$ cat src/design/sfp_pkg.sv
// sensor frame parser package: frame constants and the result record
// shared by the frame collector and the top level; no dependencies

package sfp_pkg;

  localparam int unsigned ByteW      = 8;
  localparam int unsigned WordW      = 16;
  localparam int unsigned PosW       = 4;
  localparam int unsigned DataBytes  = 10;
  localparam int unsigned DataW      = DataBytes * ByteW;

  localparam logic [ByteW-1:0] HeaderReset = 8'h2C;

  localparam logic [PosW-1:0] PosIdle     = 4'd0;
  localparam logic [PosW-1:0] PosChecksum = 4'd11;

  typedef struct packed {
    logic                    checksum_ok;
    logic [WordW-1:0]        voc_level;
    logic [WordW-1:0]        formaldehyde_level;
    logic [WordW-1:0]        eco2_level;
    logic signed [WordW-1:0] temperature_tenths;
    logic [WordW-1:0]        humidity_tenths;
    logic                    ever_valid;
  } result_t;

endpackage

$ cat src/design/sensor_frame_parser_top.sv
// sensor frame parser top level: header register, frame collector and
// a two-entry result stage; uses sfp_pkg and sfp_frame_collect
//
//   channel  | handshake              | payload
//   ---------+------------------------+------------------------------------
//   in       | in_valid_i/in_ready_o  | rx_byte_i
//   out      | out_valid_o/out_ready_i| checksum_ok_o .. ever_valid_o
//   cfg      | cfg_we_i               | cfg_wdata_i (header value)
//
// one byte per cycle while in_ready_o is high; a result is built
// combinationally on its checksum byte and registered after the collector
// a skid entry holds a second result while the output stalls; input
// stalls only when both entries are full
// reset returns to idle, header value 0x2c, sticky flag clear

module sensor_frame_parser_top (
  input  logic                              clk_i,
  input  logic                              rst_ni,
  input  logic                              cfg_we_i,
  input  logic [sfp_pkg::ByteW-1:0]         cfg_wdata_i,
  input  logic                              in_valid_i,
  output logic                              in_ready_o,
  input  logic [sfp_pkg::ByteW-1:0]         rx_byte_i,
  output logic                              out_valid_o,
  input  logic                              out_ready_i,
  output logic                              checksum_ok_o,
  output logic [sfp_pkg::WordW-1:0]         voc_level_o,
  output logic [sfp_pkg::WordW-1:0]         formaldehyde_level_o,
  output logic [sfp_pkg::WordW-1:0]         eco2_level_o,
  output logic signed [sfp_pkg::WordW-1:0]  temperature_tenths_o,
  output logic [sfp_pkg::WordW-1:0]         humidity_tenths_o,
  output logic                              ever_valid_o
);

  logic [sfp_pkg::ByteW-1:0] header_q;
  logic                      in_accept;
  logic                      res_valid;
  sfp_pkg::result_t          res;
  logic                      out_valid_q, skid_valid_q;
  sfp_pkg::result_t          out_q, skid_q;
  logic                      pop;

  assign in_ready_o = !skid_valid_q;
  assign in_accept  = in_valid_i && in_ready_o;
  assign pop        = out_valid_q && out_ready_i;

  always_ff @(posedge clk_i or negedge rst_ni) begin
    if (!rst_ni) begin
      header_q <= sfp_pkg::HeaderReset;
    end else if (cfg_we_i) begin
      header_q <= cfg_wdata_i;
    end
  end

  sfp_frame_collect u_collect (
    .clk_i          (clk_i),
    .rst_ni         (rst_ni),
    .header_value_i (header_q),
    .byte_valid_i   (in_accept),
    .rx_byte_i      (rx_byte_i),
    .res_valid_o    (res_valid),
    .res_o          (res)
  );

  always_ff @(posedge clk_i or negedge rst_ni) begin
    if (!rst_ni) begin
      out_valid_q  <= 1'b0;
      skid_valid_q <= 1'b0;
    end else if (res_valid) begin
      if (!out_valid_q || pop) begin
        out_valid_q <= 1'b1;
      end else begin
        skid_valid_q <= 1'b1;
      end
    end else if (pop) begin
      if (skid_valid_q) begin
        skid_valid_q <= 1'b0;
      end else begin
        out_valid_q <= 1'b0;
      end
    end
  end

  always_ff @(posedge clk_i) begin
    if (res_valid) begin
      if (!out_valid_q || pop) begin
        out_q <= res;
      end else begin
        skid_q <= res;
      end
    end else if (pop && skid_valid_q) begin
      out_q <= skid_q;
    end
  end

  assign out_valid_o          = out_valid_q;
  assign checksum_ok_o        = out_q.checksum_ok;
  assign voc_level_o          = out_q.voc_level;
  assign formaldehyde_level_o = out_q.formaldehyde_level;
  assign eco2_level_o         = out_q.eco2_level;
  assign temperature_tenths_o = out_q.temperature_tenths;
  assign humidity_tenths_o    = out_q.humidity_tenths;
  assign ever_valid_o         = out_q.ever_valid;

  a_skid_needs_out: assert property (@(posedge clk_i) disable iff (!rst_ni)
    skid_valid_q |-> out_valid_q)
    else $error("skid entry full while output register empty");

  a_good_sets_sticky: assert property (@(posedge clk_i) disable iff (!rst_ni)
    (out_valid_q && out_q.checksum_ok) |-> out_q.ever_valid)
    else $error("good frame without sticky flag");

  a_bad_zeroes: assert property (@(posedge clk_i) disable iff (!rst_ni)
    (out_valid_q && !out_q.checksum_ok) |->
      (out_q.voc_level == '0 && out_q.eco2_level == '0 &&
       out_q.humidity_tenths == '0))
    else $error("bad frame carries reading data");

  a_no_drop: assert property (@(posedge clk_i) disable iff (!rst_ni)
    (res_valid && skid_valid_q) |-> 1'b0)
    else $error("result produced while both entries full");

endmodule

$ cat src/design/sfp_frame_collect.sv
// frame collector: tracks byte position, running sum and data bytes,
// and builds the result record when the checksum byte arrives; uses sfp_pkg

module sfp_frame_collect (
  input  logic                          clk_i,
  input  logic                          rst_ni,
  input  logic [sfp_pkg::ByteW-1:0]     header_value_i,
  input  logic                          byte_valid_i,
  input  logic [sfp_pkg::ByteW-1:0]     rx_byte_i,
  output logic                          res_valid_o,
  output sfp_pkg::result_t              res_o
);

  logic [sfp_pkg::PosW-1:0]  pos_q, pos_d;
  logic [sfp_pkg::ByteW-1:0] sum_q, sum_d;
  logic                      seen_q, seen_d;
  logic [sfp_pkg::DataW-1:0] data_q, data_d;
  logic                      is_header;
  logic                      ok;
  logic [sfp_pkg::ByteW-1:0] sum_chk;

  assign is_header = (rx_byte_i == header_value_i);
  assign sum_chk   = sum_q + rx_byte_i;
  assign ok        = (sum_chk == '0);

  always_comb begin
    pos_d       = pos_q;
    sum_d       = sum_q;
    seen_d      = seen_q;
    data_d      = data_q;
    res_valid_o = 1'b0;
    if (byte_valid_i) begin
      if (is_header) begin
        pos_d = sfp_pkg::PosIdle + 4'd1;
        sum_d = rx_byte_i;
      end else if (pos_q == sfp_pkg::PosIdle) begin
        pos_d = sfp_pkg::PosIdle;
      end else if (pos_q < sfp_pkg::PosChecksum) begin
        data_d = {data_q[sfp_pkg::DataW-sfp_pkg::ByteW-1:0], rx_byte_i};
        sum_d  = sum_chk;
        pos_d  = pos_q + 4'd1;
      end else begin
        pos_d       = sfp_pkg::PosIdle;
        res_valid_o = 1'b1;
        if (ok) begin
          seen_d = 1'b1;
        end
      end
    end
  end

  always_comb begin
    res_o             = '0;
    res_o.checksum_ok = ok;
    res_o.ever_valid  = seen_q | ok;
    if (ok) begin
      res_o.voc_level          = data_q[79:64];
      res_o.formaldehyde_level = data_q[63:48];
      res_o.eco2_level         = data_q[47:32];
      res_o.temperature_tenths = data_q[31:16];
      res_o.humidity_tenths    = data_q[15:0];
    end
  end

  always_ff @(posedge clk_i or negedge rst_ni) begin
    if (!rst_ni) begin
      pos_q  <= sfp_pkg::PosIdle;
      sum_q  <= '0;
      seen_q <= 1'b0;
    end else begin
      pos_q  <= pos_d;
      sum_q  <= sum_d;
      seen_q <= seen_d;
    end
  end

  always_ff @(posedge clk_i) begin
    data_q <= data_d;
  end

endmodule
$ cat config.mk
export PLATFORM = sky130hd
export DESIGN_NAME = sensor_frame_parser_top
export DESIGN_NICKNAME = d
export VERILOG_FILES = /design/src/design/sfp_pkg.sv /design/src/design/sensor_frame_parser_top.sv /design/src/design/sfp_frame_collect.sv
export SDC_FILE = /design/constraint.sdc
export NUM_CORES = 1
export LEC_CHECK = 0
export BUFFER_PORTS_ARGS = -buffer_cell sky130_fd_sc_hd__buf_4
export CORE_UTILIZATION = 45
export DETAILED_ROUTE_END_ITERATION = 7
export GPL_ROUTABILITY_DRIVEN = 0
export SETUP_SLACK_MARGIN = 0.2
export SLEW_MARGIN = 5
export SYNTH_ARGS = -nofsm -noshare
export SYNTH_HDL_FRONTEND = slang
export SYNTH_SLANG_ARGS = --single-unit
$ cat constraint.sdc
create_clock -name clk_i -period 8.7 [get_ports clk_i]
set_input_delay 0.435 -clock clk_i [delete_from_list [all_inputs] [get_ports clk_i]]
set_output_delay 0.435 -clock clk_i [all_outputs]
set_load 0.02 [all_outputs]
# Word-level counts from Yosys, hierarchy flattened
# Index checks and enable logic that the tools add are counted.
[totals]
out_inout_bits = 84
in_bits = 21
wordCells = 73
reg_bits = 267
[op_classes]
n_eq_ne = 5
magnitude_cmp = 1
muxes = 21
n_addsub = 2
n_reduce_logical = 18
bitwise = 5
[op_table]
columns = ["op", "n"]
rows = [
  ["$mux 82", 3],
  ["$mux 80", 1],
  ["$mux 8", 3],
  ["$mux 4", 3],
  ["$mux 1", 11],
  ["$add 8x8->8", 1],
  ["$eq 8x8->1", 1],
  ["$logic_not 8->1", 1],
  ["$reduce_and 2->1", 3],
  ["$reduce_and 3->1", 2],
  ["$reduce_bool 2->1", 3],
  ["$reduce_and 5->1", 1],
  ["$add 4x1->4 const B", 1],
  ["$logic_not 4->1", 1],
  ["$lt 4x4->1 const B", 1],
  ["$ne 2x1->1 const B", 2],
  ["$ne 2x2->1 const B", 2],
  ["$not 1->1", 4],
  ["$reduce_and 4->1", 1],
  ["$logic_and 1x1->1", 3],
  ["$logic_not 1->1", 2],
  ["$logic_or 1x1->1", 1],
  ["$or 1x1->1", 1],
]

# Depth between registers and ports, before layout
# Gate-level depths: netlist of run 1.
[logic_depth]
ltp_word = 7
mapped_depth = 10
depth_no_buf = 8

# Cells and area by module
# A second synthesis of run 1 with hierarchy kept.
[hier_totals]
cells_unflattened = 603
hier_area_um2 = 11452.2
[by_module_without_submodules]
columns = ["module", "cells_each", "seq_area_each_um2", "area_each_um2", "n_inst"]
rows = [
  ["sensor_frame_parser_top", 287, 5178.7, 6478.7, 1],
  ["sfp_frame_collect", 316, 2727.6, 4973.5, 1],
]

# Worst setup path before layout of run 1
# No wires, ideal clock.
[synth_path]
path_kind = "reg-to-reg"
startpoint = "reg header_q[2] in the netlist's numbering"
endpoint = "reg out_q, in the netlist checksum_ok_o (enable)"
period_less_slack_ps = 5954
setup_ps = 550
path_slack_ps = 2746
t_arrival_ps = 5404
required_time_ps = 8150
path_stages_with_launch = 7
n_path_buf = 1
path_cell_list = "dfstp_2 > xnor2_1 > and4_1 > a21boi_1 > clkbuf_1 > a21oi_1 > a21oi_1"
[synth_via]
elab_chain_cells = 5
word_cells_on_any_way = 6
cone_classes = "2 x eq/ne; 2 x mux; 2 x reduce/logical"
[synth_lines]
columns = ["element", "line", "source"]
rows = [
  ["from (decl)", "sensor_frame_parser_top.sv:35", "logic [sfp_pkg::ByteW-1:0] header_q;"],
  ["from (signal assigned)", "sensor_frame_parser_top.sv:49", "header_q <= sfp_pkg::HeaderReset;"],
  ["from (signal assigned)", "sensor_frame_parser_top.sv:51", "header_q <= cfg_wdata_i;"],
  ["$eq 8x8->1 *", "sfp_frame_collect.sv:22", "assign is_header = (rx_byte_i == header_value_i);"],
  ["$mux 1 *", "sfp_frame_collect.sv:33", "if (is_header) begin"],
  ["$mux 1 *", "sfp_frame_collect.sv:32", "if (byte_valid_i) begin"],
  ["$ne 2x1->1 (no line) / $reduce_bool 2->1 (equally long branches)", "-", ""],
  ["$reduce_and 2->1 (no line) *", "-", ""],
  ["to (signal assigned)", "sensor_frame_parser_top.sv:87", "out_q <= res;"],
  ["to (signal assigned)", "sensor_frame_parser_top.sv:92", "out_q <= skid_q;"],
  ["to (decl)", "sensor_frame_parser_top.sv:40", "sfp_pkg::result_t out_q, skid_q;"],
]
# Every way passes the cells marked *; elsewhere a longest branch is shown, timed or not.
# A chain may end at the register's enable or synchronous reset.

# Worst setup path after layout of run 1
[layout_path]
startpoint = "reg u_collect.pos_q[0] in the netlist's numbering"
endpoint = "reg out_q, in the netlist temperature_tenths_o[0] (enable)"
[layout_via]
elab_chain_cells = 7
word_cells_on_any_way = 9
cone_classes = "1 x order compare; 1 x eq/ne; 4 x mux; 3 x reduce/logical"
[layout_lines]
columns = ["element", "line", "source"]
rows = [
  ["from (decl)", "sfp_frame_collect.sv:14", "logic [sfp_pkg::PosW-1:0] pos_q, pos_d;"],
  ["from (signal assigned)", "sfp_frame_collect.sv:67", "pos_q <= sfp_pkg::PosIdle;"],
  ["from (signal assigned)", "sfp_frame_collect.sv:71", "pos_q <= pos_d;"],
  ["$lt 4x4->1", "sfp_frame_collect.sv:38", "end else if (pos_q < sfp_pkg::PosChecksum) begin"],
  ["$mux 1", "sfp_frame_collect.sv:38", ""],
  ["$mux 1 *", "sfp_frame_collect.sv:36", "end else if (pos_q == sfp_pkg::PosIdle) begin"],
  ["$mux 1 *", "sfp_frame_collect.sv:33", ""],
  ["$mux 1 *", "sfp_frame_collect.sv:32", ""],
  ["$ne 2x1->1 (no line) / $reduce_bool 2->1 (equally long branches)", "-", ""],
  ["$reduce_and 2->1 (no line) *", "-", ""],
]
# Marks and branches as above.

==> flow_metrics.env, run 1 <==
export IMPL_whs_ps=74.70
export IMPL_tightest_slew_ps=1152
export IMPL_wl_met3_um=858
export IMPL_cts_buffers=28
export IMPL_setup_viol=0
export IMPL_holdPathStages=2
export IMPL_fp_dieArea_mm2=0.02415
export IMPL_io_pins=105
export IMPL_via_per_inst=5.034
export IMPL_final_hold_viol_count=0
export IMPL_synth_distinct_cells=43
export IMPL_critPathLaunchType="flop"
export IMPL_hold_class="in -> reg"
export IMPL_syn_inst=750
export IMPL_slowest_delay_ps=760
export IMPL_cts_tree="built"
export IMPL_clk_latency_ps=540
export IMPL_grt_max_degree=86
export IMPL_crit_type="reg -> reg"
export IMPL_reg2regPathDepth=8
export IMPL_first_global_vias=5936
export IMPL_rsz0062_at_grt="false"
export IMPL_finalNonFillerCells=1184
export IMPL_final_common_cell="edfxtp_1"
export IMPL_rows=55
export IMPL_synth_area_leaders="edfxtp_1, nand2_1, and2_1, dfrtp_1, o21ai_0"
export IMPL_maxSlewViolCount=0
export IMPL_fin_setup_tns_ps=0
export IMPL_grt_overflow=0
export IMPL_cp_cell_sequence="ha_1, o21ai_0, nor2_1, a21boi_4, buf_4, a21oi_1, a21oi_4, buf_4"
export IMPL_root_buffer="clkbuf_16"
export IMPL_die_h_um=155.4
export IMPL_dr_pass1_iters=5
export IMPL_seq_area_frac_synth=0.7466
export IMPL_clock_path_buffers=3
export IMPL_die_w_um=155.4
export IMPL_timing_rr_end="temperature_tenths_o[0]$_DFFE_PP_"
export IMPL_antenna_found_initial=0
export IMPL_h_tree_depth=1
export IMPL_dr_first_iter_drc_count=398
export IMPL_cts_clk_slew_worst_paths_ps=60
export IMPL_core_area_mm2=0.02285
export IMPL_cp_data_required_time_ps=8850
export IMPL_max_freq_ghz=0.2781
export IMPL_hold_path_startpoint="out_ready_i"
export IMPL_p_per_area_mw_per_mm2=225.8
export IMPL_ir_worst_vdd_uv=131.1
export IMPL_mostFrequentLayoutCells="edfxtp_1, nand2_1, buf_4"
export IMPL_timing_final_crit_share=0.4134
export IMPL_worstSetupEndpointType="flop"
export IMPL_start_util=0.4635
export IMPL_period_needed_ps=3596
export IMPL_vias=5960
export IMPL_dp_hpwl_mm=11.53
export IMPL_synth_nets=781
export IMPL_cpMaxStageDelayCell="buf_4"
export IMPL_synth_warnings=0
export IMPL_yosys_area_top_type="edfxtp_1"
export IMPL_crit_top_cell="buf_4"
export IMPL_synth_seq_cells=267
export IMPL_final_nets=883
export IMPL_status="complete, no violations"
export IMPL_wl_per_cell_um=16.88
export IMPL_min_to="skid_valid_q$_DFFE_PN0P_"
export IMPL_ff2ff_setup_slack_ps=5100
export IMPL_top_layer="met4"
export IMPL_antenna_left=0
export IMPL_track_usage=0.1678
export IMPL_drt_met1_wl_mm=8.828
export IMPL_drive_gt1_frac=0.2044
export IMPL_slew_headroom=0.2318
export IMPL_timing_rr_start="u_collect.pos_q[0]$_DFFE_PN0P_"
export IMPL_insertedDiodeCount=0
export IMPL_routed_wl_mm=19.99
export IMPL_drc=0
export IMPL_routed_wl_met2_mm=9.823
export IMPL_dp_cells=1134
export IMPL_yosysTopAreaCellShare=0.6919
export IMPL_synth_edf_count=244
export IMPL_area_growth_pct=17.72
export IMPL_maxCapViolCount=0
export IMPL_avgSynthCellArea_um2=14.12
export IMPL_async_reset_ff_frac=0.08614
export IMPL_fin_worst_skew_ps=16.75
export IMPL_grt_pass1_wl_mm=31.66
export IMPL_portBuffers=104
export IMPL_cts_sinks=267
export IMPL_syn_area_mm2=0.01059
export IMPL_leakage_uw=0.004517
export IMPL_crit_fanout=85
export IMPL_synth_top_flop_cell="edfxtp_1"
export IMPL_arrival_ps=3740
[critical path: cells and delay by family (launching register included)]
kind | cells | cell delay, ps
AOI/OAI and AO/OA | 4 | 670
buffers and inverters | 2 | 1490
DFF | 1 | 420
and+or+nand+nor | 1 | 250
adders and majority gates | 1 | 220
[layer usage]
| layer | GRT usage | vias up |
|---|---|---|
| met2 | 0.2774 | 153 |
| met3 | 0.02618 | 39 |
| met1 | 0.2278 | 2886 |
| met4 | 0.05509 | 0 |
| li1 | - | 2882 |
| met5 | 0 | - |
[registers in the layout, summed over array words and instances, names as in the netlist, 4 cells and up]
register / cells
voc_level_o: 16
u_collect.data_q: 80
header_q: 8
formaldehyde_level_o: 16
humidity_tenths_o: 16
u_collect.sum_q: 8
u_collect.pos_q: 4
eco2_level_o: 16
skid_q: 82
temperature_tenths_o: 16
[kinds of logic after synthesis]
| family | after synthesis | share of synthesized area |
|---|---|---|
| fa+ha+maj | 10 | 0.01252 |
| flops | 267 | 0.7466 |
| buf+inv | 45 | 0.02351 |
| simple gates | 277 | 0.1230 |
| mux | 19 | 0.02020 |
| xor+xnor | 12 | 0.009925 |
| compound gates | 120 | 0.06427 |
[Yosys cell counts (3+ instances only)]
library cell and number:
and2_1 81, xnor2_1 9, inv_1 7, a22o_1 3, dfrtp_1 20, nand3_1 3
nor3_1 3, o21ai_1 10, clkbuf_1 22, xor2_1 3, mux2_2 19, a21oi_1 12
clkbuf_2 5, dfstp_2 3, nor2_1 11, nand2_1 166, ha_1 9, edfxtp_1 244
buf_6 9, o21ai_0 76, o211ai_1 5
[what timing repair did]
item | CTS | global route
endpoints found under the hold margin | 20 | 0
hold buffers | 1 | 0
setup buffers | 0 | 0
resized for setup | 0 | 0
[final cells by class]
type / count / area [um2]
fill: 1913 / 10380
sequential: 267 / 7906
multi-input combinational: 438 / 2481
timing repair buffer: 109 / 820.8
clock buffer: 37 / 734.5
tap: 313 / 391.6
clock inverter: 12 / 97.59
inverter: 8 / 35.03
[through the flow]
| stage | worst slack (ps) | utilization | power [uW] | cell area, um2 |
|---|---|---|---|---|
| global placement | 5067 | 0.5088 | 1741 | 11620 |
| finish | 5104 | 0.5457 | 2814 | 12470 |
| floorplan | 2746 | - | 1693 | 10590 |
| global route | 4849 | 0.5457 | 2922 | 12470 |
| detailed placement | 4966 | 0.5088 | 1754 | 11620 |
| CTS | 5106 | 0.5457 | 2841 | 12470 |
[worst max path at each step]
stage | from | to | slack (ps) | cells after the start
2_1_floorplan | header_q[2]$_DFFE_PN1P_ | checksum_ok_o$_DFFE_PP_ | 2750 | 6
3_3_place_gp | rx_byte_i[0] | skid_q[25]$_DFFE_PP_ | 5070 | 9
3_5_place_dp | rx_byte_i[0] | skid_q[62]$_DFFE_PP_ | 4970 | 9
4_1_cts | u_collect.pos_q[0]$_DFFE_PN0P_ | temperature_tenths_o[14]$_DFFE_PP_ | 5110 | 8
5_1_grt | u_collect.pos_q[0]$_DFFE_PN0P_ | temperature_tenths_o[0]$_DFFE_PP_ | 4850 | 8
6_report | u_collect.pos_q[0]$_DFFE_PN0P_ | temperature_tenths_o[0]$_DFFE_PP_ | 5100 | 8
[power breakdown]
group	leakage (uW)	internal, uW	switching [uW]
clock	0.000403	621	464
sequential	0.00232	1450	33.2
combinational	0.00180	107	136
Power figures use the tool's default switching activity.
==> run 2, diff against run 1 <==
--- a/config.mk
+++ b/config.mk
@@ -9,6 +9,7 @@
 export CORE_UTILIZATION = 45
 export DETAILED_ROUTE_END_ITERATION = 7
 export GPL_ROUTABILITY_DRIVEN = 0
+export PLACE_DENSITY = 0.66
 export SETUP_SLACK_MARGIN = 0.2
 export SLEW_MARGIN = 5
 export SYNTH_ARGS = -nofsm -noshare
==> constraint.sdc (replaced) <==
create_clock -name clk_i -period 3 [get_ports clk_i]
set_input_delay 0.15 -clock clk_i [delete_from_list [all_inputs] [get_ports clk_i]]
set_output_delay 0.15 -clock clk_i [all_outputs]
set_load 0.02 [all_outputs]
==> flow_metrics.env, run 2 (synthesis results as in run 1) <==
export IMPL_cts_tree="built"
export IMPL_combPwrFrac=0.116
export IMPL_rows=55
export IMPL_reg_top3="skid_q: 82 flops, u_collect.data_q: 80 flops"
export IMPL_hold_path_startpoint="in_valid_i"
export IMPL_maxSlewViolCount=0
export IMPL_rsz0062_at_grt="true"
export IMPL_p_int_uw=6711
export IMPL_start_util=0.4635
export IMPL_final_nets=951
export IMPL_clk_latency_ps=530
export IMPL_largest_reg_flops=82
export IMPL_arrival_ps=3330
export IMPL_leakage_uw=0.005088
export IMPL_area_growth_pct=31.66
export IMPL_drc=0
export IMPL_slew_headroom=0.4455
export IMPL_placed_cell_area_mm2=0.01192
export IMPL_setup_viol=0
export IMPL_timing_final_crit_share=0.9793
export IMPL_top_register="skid_q"
export IMPL_ff2ff_setup_slack_ps=60
export IMPL_worstSetupEndpointType="flop"
export IMPL_final_common_cell="edfxtp_1"
export IMPL_hold_class="in -> reg"
export IMPL_power_switching_uw=1953
export IMPL_pwr_share_clk=0.386
export IMPL_timing_rr_start="u_collect.sum_q[0]$_DFFE_PN0P_"
export IMPL_final_hold_viol_count=0
export IMPL_vias=6517
export IMPL_routed_wl_mm=23.53
export IMPL_via_per_inst=5.205
export IMPL_crit_fanout=6
export IMPL_max_freq_ghz=0.3404
export IMPL_wl_per_cell_um=18.80
export IMPL_final_area_mm2=0.01394
export IMPL_dr_first_iter_drc_count=342
export IMPL_p_seq_frac=0.498
export IMPL_grt_pass1_wl_mm=35.15
export IMPL_critPathLaunchType="flop"
export IMPL_dr_pass1_iters=5
export IMPL_mostFrequentLayoutCells="edfxtp_1, nand2_1, buf_4"
export IMPL_maxCapViolCount=0
export IMPL_grt_max_degree=83
export IMPL_antenna_found_initial=0
export IMPL_core_area_mm2=0.02285
export IMPL_cpMaxStageDelayCell="or4b_4"
export IMPL_cp_cell_sequence="ha_4, fa_2, a211oi_4, o21ba_4, o221ai_2, or4b_4, inv_8, buf_6, buf_12, clkbuf_16, and2_1"
export IMPL_h_tree_depth=1
export IMPL_setup_worst_path_end="skid_q[19]$_DFFE_PP_"
export IMPL_io_pins=105
export IMPL_fp_dieArea_mm2=0.02415
export IMPL_cp_data_required_time_ps=3390
export IMPL_portBuffers=104
export IMPL_cp_top_family="simple AND/OR/NAND/NOR gates"
export IMPL_fin_worst_skew_ps=10.82
export IMPL_root_buffer="clkbuf_16"
export IMPL_track_usage=0.1890
export IMPL_die_h_um=155.4
export IMPL_cts_buffers=27
export IMPL_fin_util=0.6103
export IMPL_slowest_delay_ps=620
export IMPL_p_per_area_mw_per_mm2=621.4
export IMPL_tightest_slew_ps=829.9
export IMPL_die_w_um=155.4
export IMPL_reg2regPathDepth=11
export IMPL_status="complete, no violations"
export IMPL_crit_type="reg -> reg"
export IMPL_period_needed_ps=2938
export IMPL_drive_gt1_frac=0.3216
export IMPL_insertedDiodeCount=0
export IMPL_cp_num_cells=11
export IMPL_critPathLaunch="u_collect.sum_q[0]$_DFFE_PN0P_"
export IMPL_cts_sinks=267
export IMPL_ir_worst_vdd_uv=497.0
export IMPL_first_global_vias=6360
export IMPL_cts_clk_slew_worst_paths_ps=60
export IMPL_clock_path_buffers=3
export IMPL_grt_overflow=0
export IMPL_antenna_left=0
export IMPL_p_sw_frac=0.2254
export IMPL_timing_rr_end="skid_q[19]$_DFFE_PP_"
export IMPL_fin_setup_tns_ps=0
export IMPL_crit_buf_inv=4
export IMPL_dp_hpwl_mm=12.57
## run 2: routing by layer
| metal | track usage | routed length (um) | vias up |
|---|---|---|---|
| met1 | 0.2591 | 10090 | 3228 |
| met4 | 0.04949 | 367 | 0 |
| met5 | 0 | 0 | - |
| met3 | 0.02925 | 1248 | 31 |
| li1 | - | - | 3045 |
| met2 | 0.3154 | 11830 | 213 |
## run 2: power by group through the flow
stage / logic [uW] / clock network, uW / registers, uW
finish: 1010 / 3340 / 4320
global route: 1100 / 3540 / 4330
detailed placement: 733 / 0 / 4390
floorplan: 552 / 0 / 4350
global placement: 717 / 0 / 4380
CTS: 868 / 3370 / 4310
## run 2: timing repair
action	4_1_cts	5_1_grt
hold endpoints to repair	42	0
pin swaps	2	30
hold buffers	26	0
gates resized for setup	50	117
buffers inserted	13	2
cloned	6	8
setup endpoints to repair	156	163
## run 2: worst min path at each step
stage | slack (ps) | depth (start not counted) | endpoint
2_1_floorplan | -150 | 0 | header_q[0]$_DFFE_PN0P_
3_3_place_gp | 70 | 1 | header_q[4]$_DFFE_PN0P_
3_5_place_dp | 70 | 1 | header_q[4]$_DFFE_PN0P_
4_1_cts | 30 | 4 | u_collect.pos_q[0]$_DFFE_PN0P_
5_1_grt | 70 | 3 | u_collect.pos_q[3]$_DFFE_PN0P_
6_report | 30 | 4 | u_collect.pos_q[0]$_DFFE_PN0P_
## run 2: worst reg2reg max path, cell delays in order (launching register included)
cell and delay [ps]:
dfrtp_1 410, ha_4 180, fa_2 390, a211oi_4 300, o21ba_4 200, o221ai_2 90, or4b_4 620, inv_8 110
buf_6 100, buf_12 120, clkbuf_16 150, and2_1 130
## run 2: final cells by class
class | instances | area, um2
Fill cell | 1788 | 8904
Sequential cell | 267 | 7906
Multi-Input combinational cell | 438 | 2840
Timing Repair Buffer | 178 | 1898
Clock buffer | 34 | 701.9
Tap cell | 313 | 391.6
Clock inverter | 14 | 167.7
Inverter | 8 | 37.54
## run 2: through the flow
| step | hold WS (ps) | setup WS, ps | std cells | power (uW) |
|---|---|---|---|---|
| 6_report | 32.30 | 62.06 | 1252 | 8664 |
| 3_3_place_gp | 71.87 | 13.19 | 1149 | 5099 |
| 4_1_cts | 30.21 | 102.5 | 1242 | 8553 |
| 3_5_place_dp | 73.19 | -104.9 | 1149 | 5118 |
| 2_1_floorplan | -145.6 | 43.32 | 750 | 4905 |
| 5_1_grt | 69.59 | -9.207 | 1252 | 8973 |
==> run 3, diff against run 2 <==
--- a/config.mk
+++ b/config.mk
@@ -5,11 +5,11 @@
 export SDC_FILE = /design/constraint.sdc
 export NUM_CORES = 1
 export LEC_CHECK = 0
-export BUFFER_PORTS_ARGS = -buffer_cell sky130_fd_sc_hd__buf_4
 export CORE_UTILIZATION = 45
 export DETAILED_ROUTE_END_ITERATION = 7
+export DONT_BUFFER_PORTS = 1
 export GPL_ROUTABILITY_DRIVEN = 0
-export PLACE_DENSITY = 0.66
+export REMOVE_ABC_BUFFERS = 1
 export SETUP_SLACK_MARGIN = 0.2
 export SLEW_MARGIN = 5
 export SYNTH_ARGS = -nofsm -noshare
==> flow_metrics.env, run 3 (synthesis results as in run 1) <==
export IMPL_status="complete, no violations"
export IMPL_clock_path_buffers=3
export IMPL_rows=55
export IMPL_leakage_uw=0.004548
export IMPL_pwr_share_clk=0.394
export IMPL_crit_fanout=10
export IMPL_fin_worst_skew_ps=9.579
export IMPL_slew_headroom=0.2609
export IMPL_first_global_vias=6096
export IMPL_antenna_found_initial=0
export IMPL_cp_data_required_time_ps=3390
export IMPL_drive_gt1_frac=0.1949
export IMPL_whs_ps=48.13
export IMPL_core_area_mm2=0.02285
export IMPL_area_growth_pct=22.72
export IMPL_grt_overflow=0
export IMPL_rsz0062_at_grt="true"
export IMPL_wl_per_cell_um=19.04
export IMPL_crit_type="reg -> reg"
export IMPL_via_per_inst=5.292
export IMPL_hold_class="in -> reg"
export IMPL_grt_max_degree=84
export IMPL_p_per_area_mw_per_mm2=666.2
export IMPL_dr_pass1_iters=4
export IMPL_ir_worst_vdd_uv=469.6
export IMPL_max_freq_ghz=0.3528
export IMPL_power_switching_uw=1947
export IMPL_layout_filler_cells=1849
export IMPL_dp_hpwl_mm=10.95
export IMPL_arrival_ps=3230
export IMPL_top_register="skid_q"
export IMPL_track_usage=0.1735
export IMPL_reg_top3="skid_q: 82 flops, u_collect.data_q: 80 flops"
export IMPL_fp_dieArea_mm2=0.02415
export IMPL_final_area_mm2=0.01300
export IMPL_grt_pass1_wl_mm=32.83
export IMPL_maxCapViolCount=0
export IMPL_die_w_um=155.4
export IMPL_clk_latency_ps=530
export IMPL_fin_setup_tns_ps=0
export IMPL_portBuffers=0
export IMPL_worstSetupEndpointType="flop"
export IMPL_io_pins=105
export IMPL_h_tree_depth=1
export IMPL_final_nets=841
export IMPL_p_int_uw=6711
export IMPL_seqCellArea_mm2=0.007906
export IMPL_routed_wl_mm=21.78
export IMPL_cts_buffers=28
export IMPL_cts_clk_slew_worst_paths_ps=60
export IMPL_dr_first_iter_drc_count=419
export IMPL_timing_final_crit_share=0.9448
export IMPL_root_buffer="clkbuf_16"
export IMPL_cts_sinks=267
export IMPL_period_needed_ps=2834
export IMPL_finalPower_uw=8658
export IMPL_p_sw_frac=0.2248
export IMPL_combPwrFrac=0.109
export IMPL_start_util=0.4635
export IMPL_maxSlewViolCount=0
export IMPL_antenna_left=0
export IMPL_insertedDiodeCount=0
export IMPL_final_common_cell="edfxtp_1"
export IMPL_final_hold_viol_count=0
export IMPL_critPathLaunchType="flop"
export IMPL_placed_cell_area_mm2=0.01108
export IMPL_tightest_slew_ps=1105
export IMPL_setup_viol=0
export IMPL_p_seq_frac=0.498
export IMPL_drc=0
export IMPL_mostFrequentLayoutCells="edfxtp_1, nand2_1, and2_1"
export IMPL_largest_reg_flops=82
export IMPL_cts_tree="built"
export IMPL_vias=6054
export IMPL_die_h_um=155.4
export IMPL_multi_input_comb_area_mm2=0.002749
-- run 3: cell count changes in the layout (fill, tap and decap cells not counted), moves of 3 or more --
cell       change
and2_1        +14
and2_4        -14
buf_12         -7
buf_16         -3
buf_4        -106
clkbuf_1       -4
clkbuf_16      +3
clkbuf_8       +5
clkinv_2       +3
o21ai_1       +20
o21ai_2       -25
o21ai_4        +5
-- run 3: worst paths after layout --
check	startpoint	endpoint	cells after the start	slack [ps]
max in group asynchronous	rst_ni	skid_valid_q$_DFFE_PN0P_	1	2050
max	u_collect.sum_q[0]$_DFFE_PN0P_	skid_q[24]$_DFFE_PP_	10	170
min	rx_byte_i[0]	u_collect.sum_q[0]$_DFFE_PN0P_	3	50
max reg2reg	u_collect.sum_q[0]$_DFFE_PN0P_	skid_q[24]$_DFFE_PP_	10	170
min reg2reg	u_collect.data_q[36]$_DFFE_PP_	u_collect.data_q[44]$_DFFE_PP_	0	470
min in group asynchronous	rst_ni	u_collect.sum_q[7]$_DFFE_PN0P_	1	290
-- run 3: repair_timing --
item,CTS,global route
buffers inserted,7,1
hold buffers,27,0
pin swaps,7,12
gates cloned,4,9
endpoints found under the setup margin,153,165
hold endpoints to repair,53,0
resized for setup,72,72
-- run 3: stage by stage --
stage            util  setup slack (ps)  instances
6_report       0.5688             165.6       1144
5_1_grt        0.5688             107.4       1144
4_1_cts        0.5518             129.6       1134
3_5_place_dp   0.4850             2.850       1045
3_3_place_gp   0.4850             91.55       1045
2_1_floorplan       -             -5440        713
-- run 3: per-layer routing --
layer | GRT usage | routed length, um
met4 | 0.04248 | 257
met3 | 0.03315 | 1280
met1 | 0.2310 | 9446
met5 | 0 | 0
met2 | 0.2938 | 10800
-- run 3: layout make-up --
type                    instances  area share
clock buffers                  37     0.06200
repair buffers                 66     0.07346
multi-input cells             438      0.2115
clock inverters                14    0.009339
flip-flops and latches        267      0.6084
repair inverters                1   0.0008665
well taps                     313     0.03013
inverters                       8    0.004332
-- run 3: critical path: stages (launching register included) --
cell and delay [ps]:
dfrtp_1 410, ha_4 180, fa_2 400, a211oi_4 280, o21ba_4 180, o221ai_2 100, or4b_4 610, buf_12 190
clkinv_16 80, clkbuf_16 150, and2_1 130
-- run 3: power by group through the flow --
stage / Combinational [uW] / Clock, uW / Sequential (uW)
after floorplan: 526 / 0 / 4360
after global placement: 655 / 0 / 4370
after detailed placement: 696 / 0 / 4380
after CTS: 831 / 3470 / 4300
after global routing: 1020 / 3600 / 4320
final: 939 / 3410 / 4310
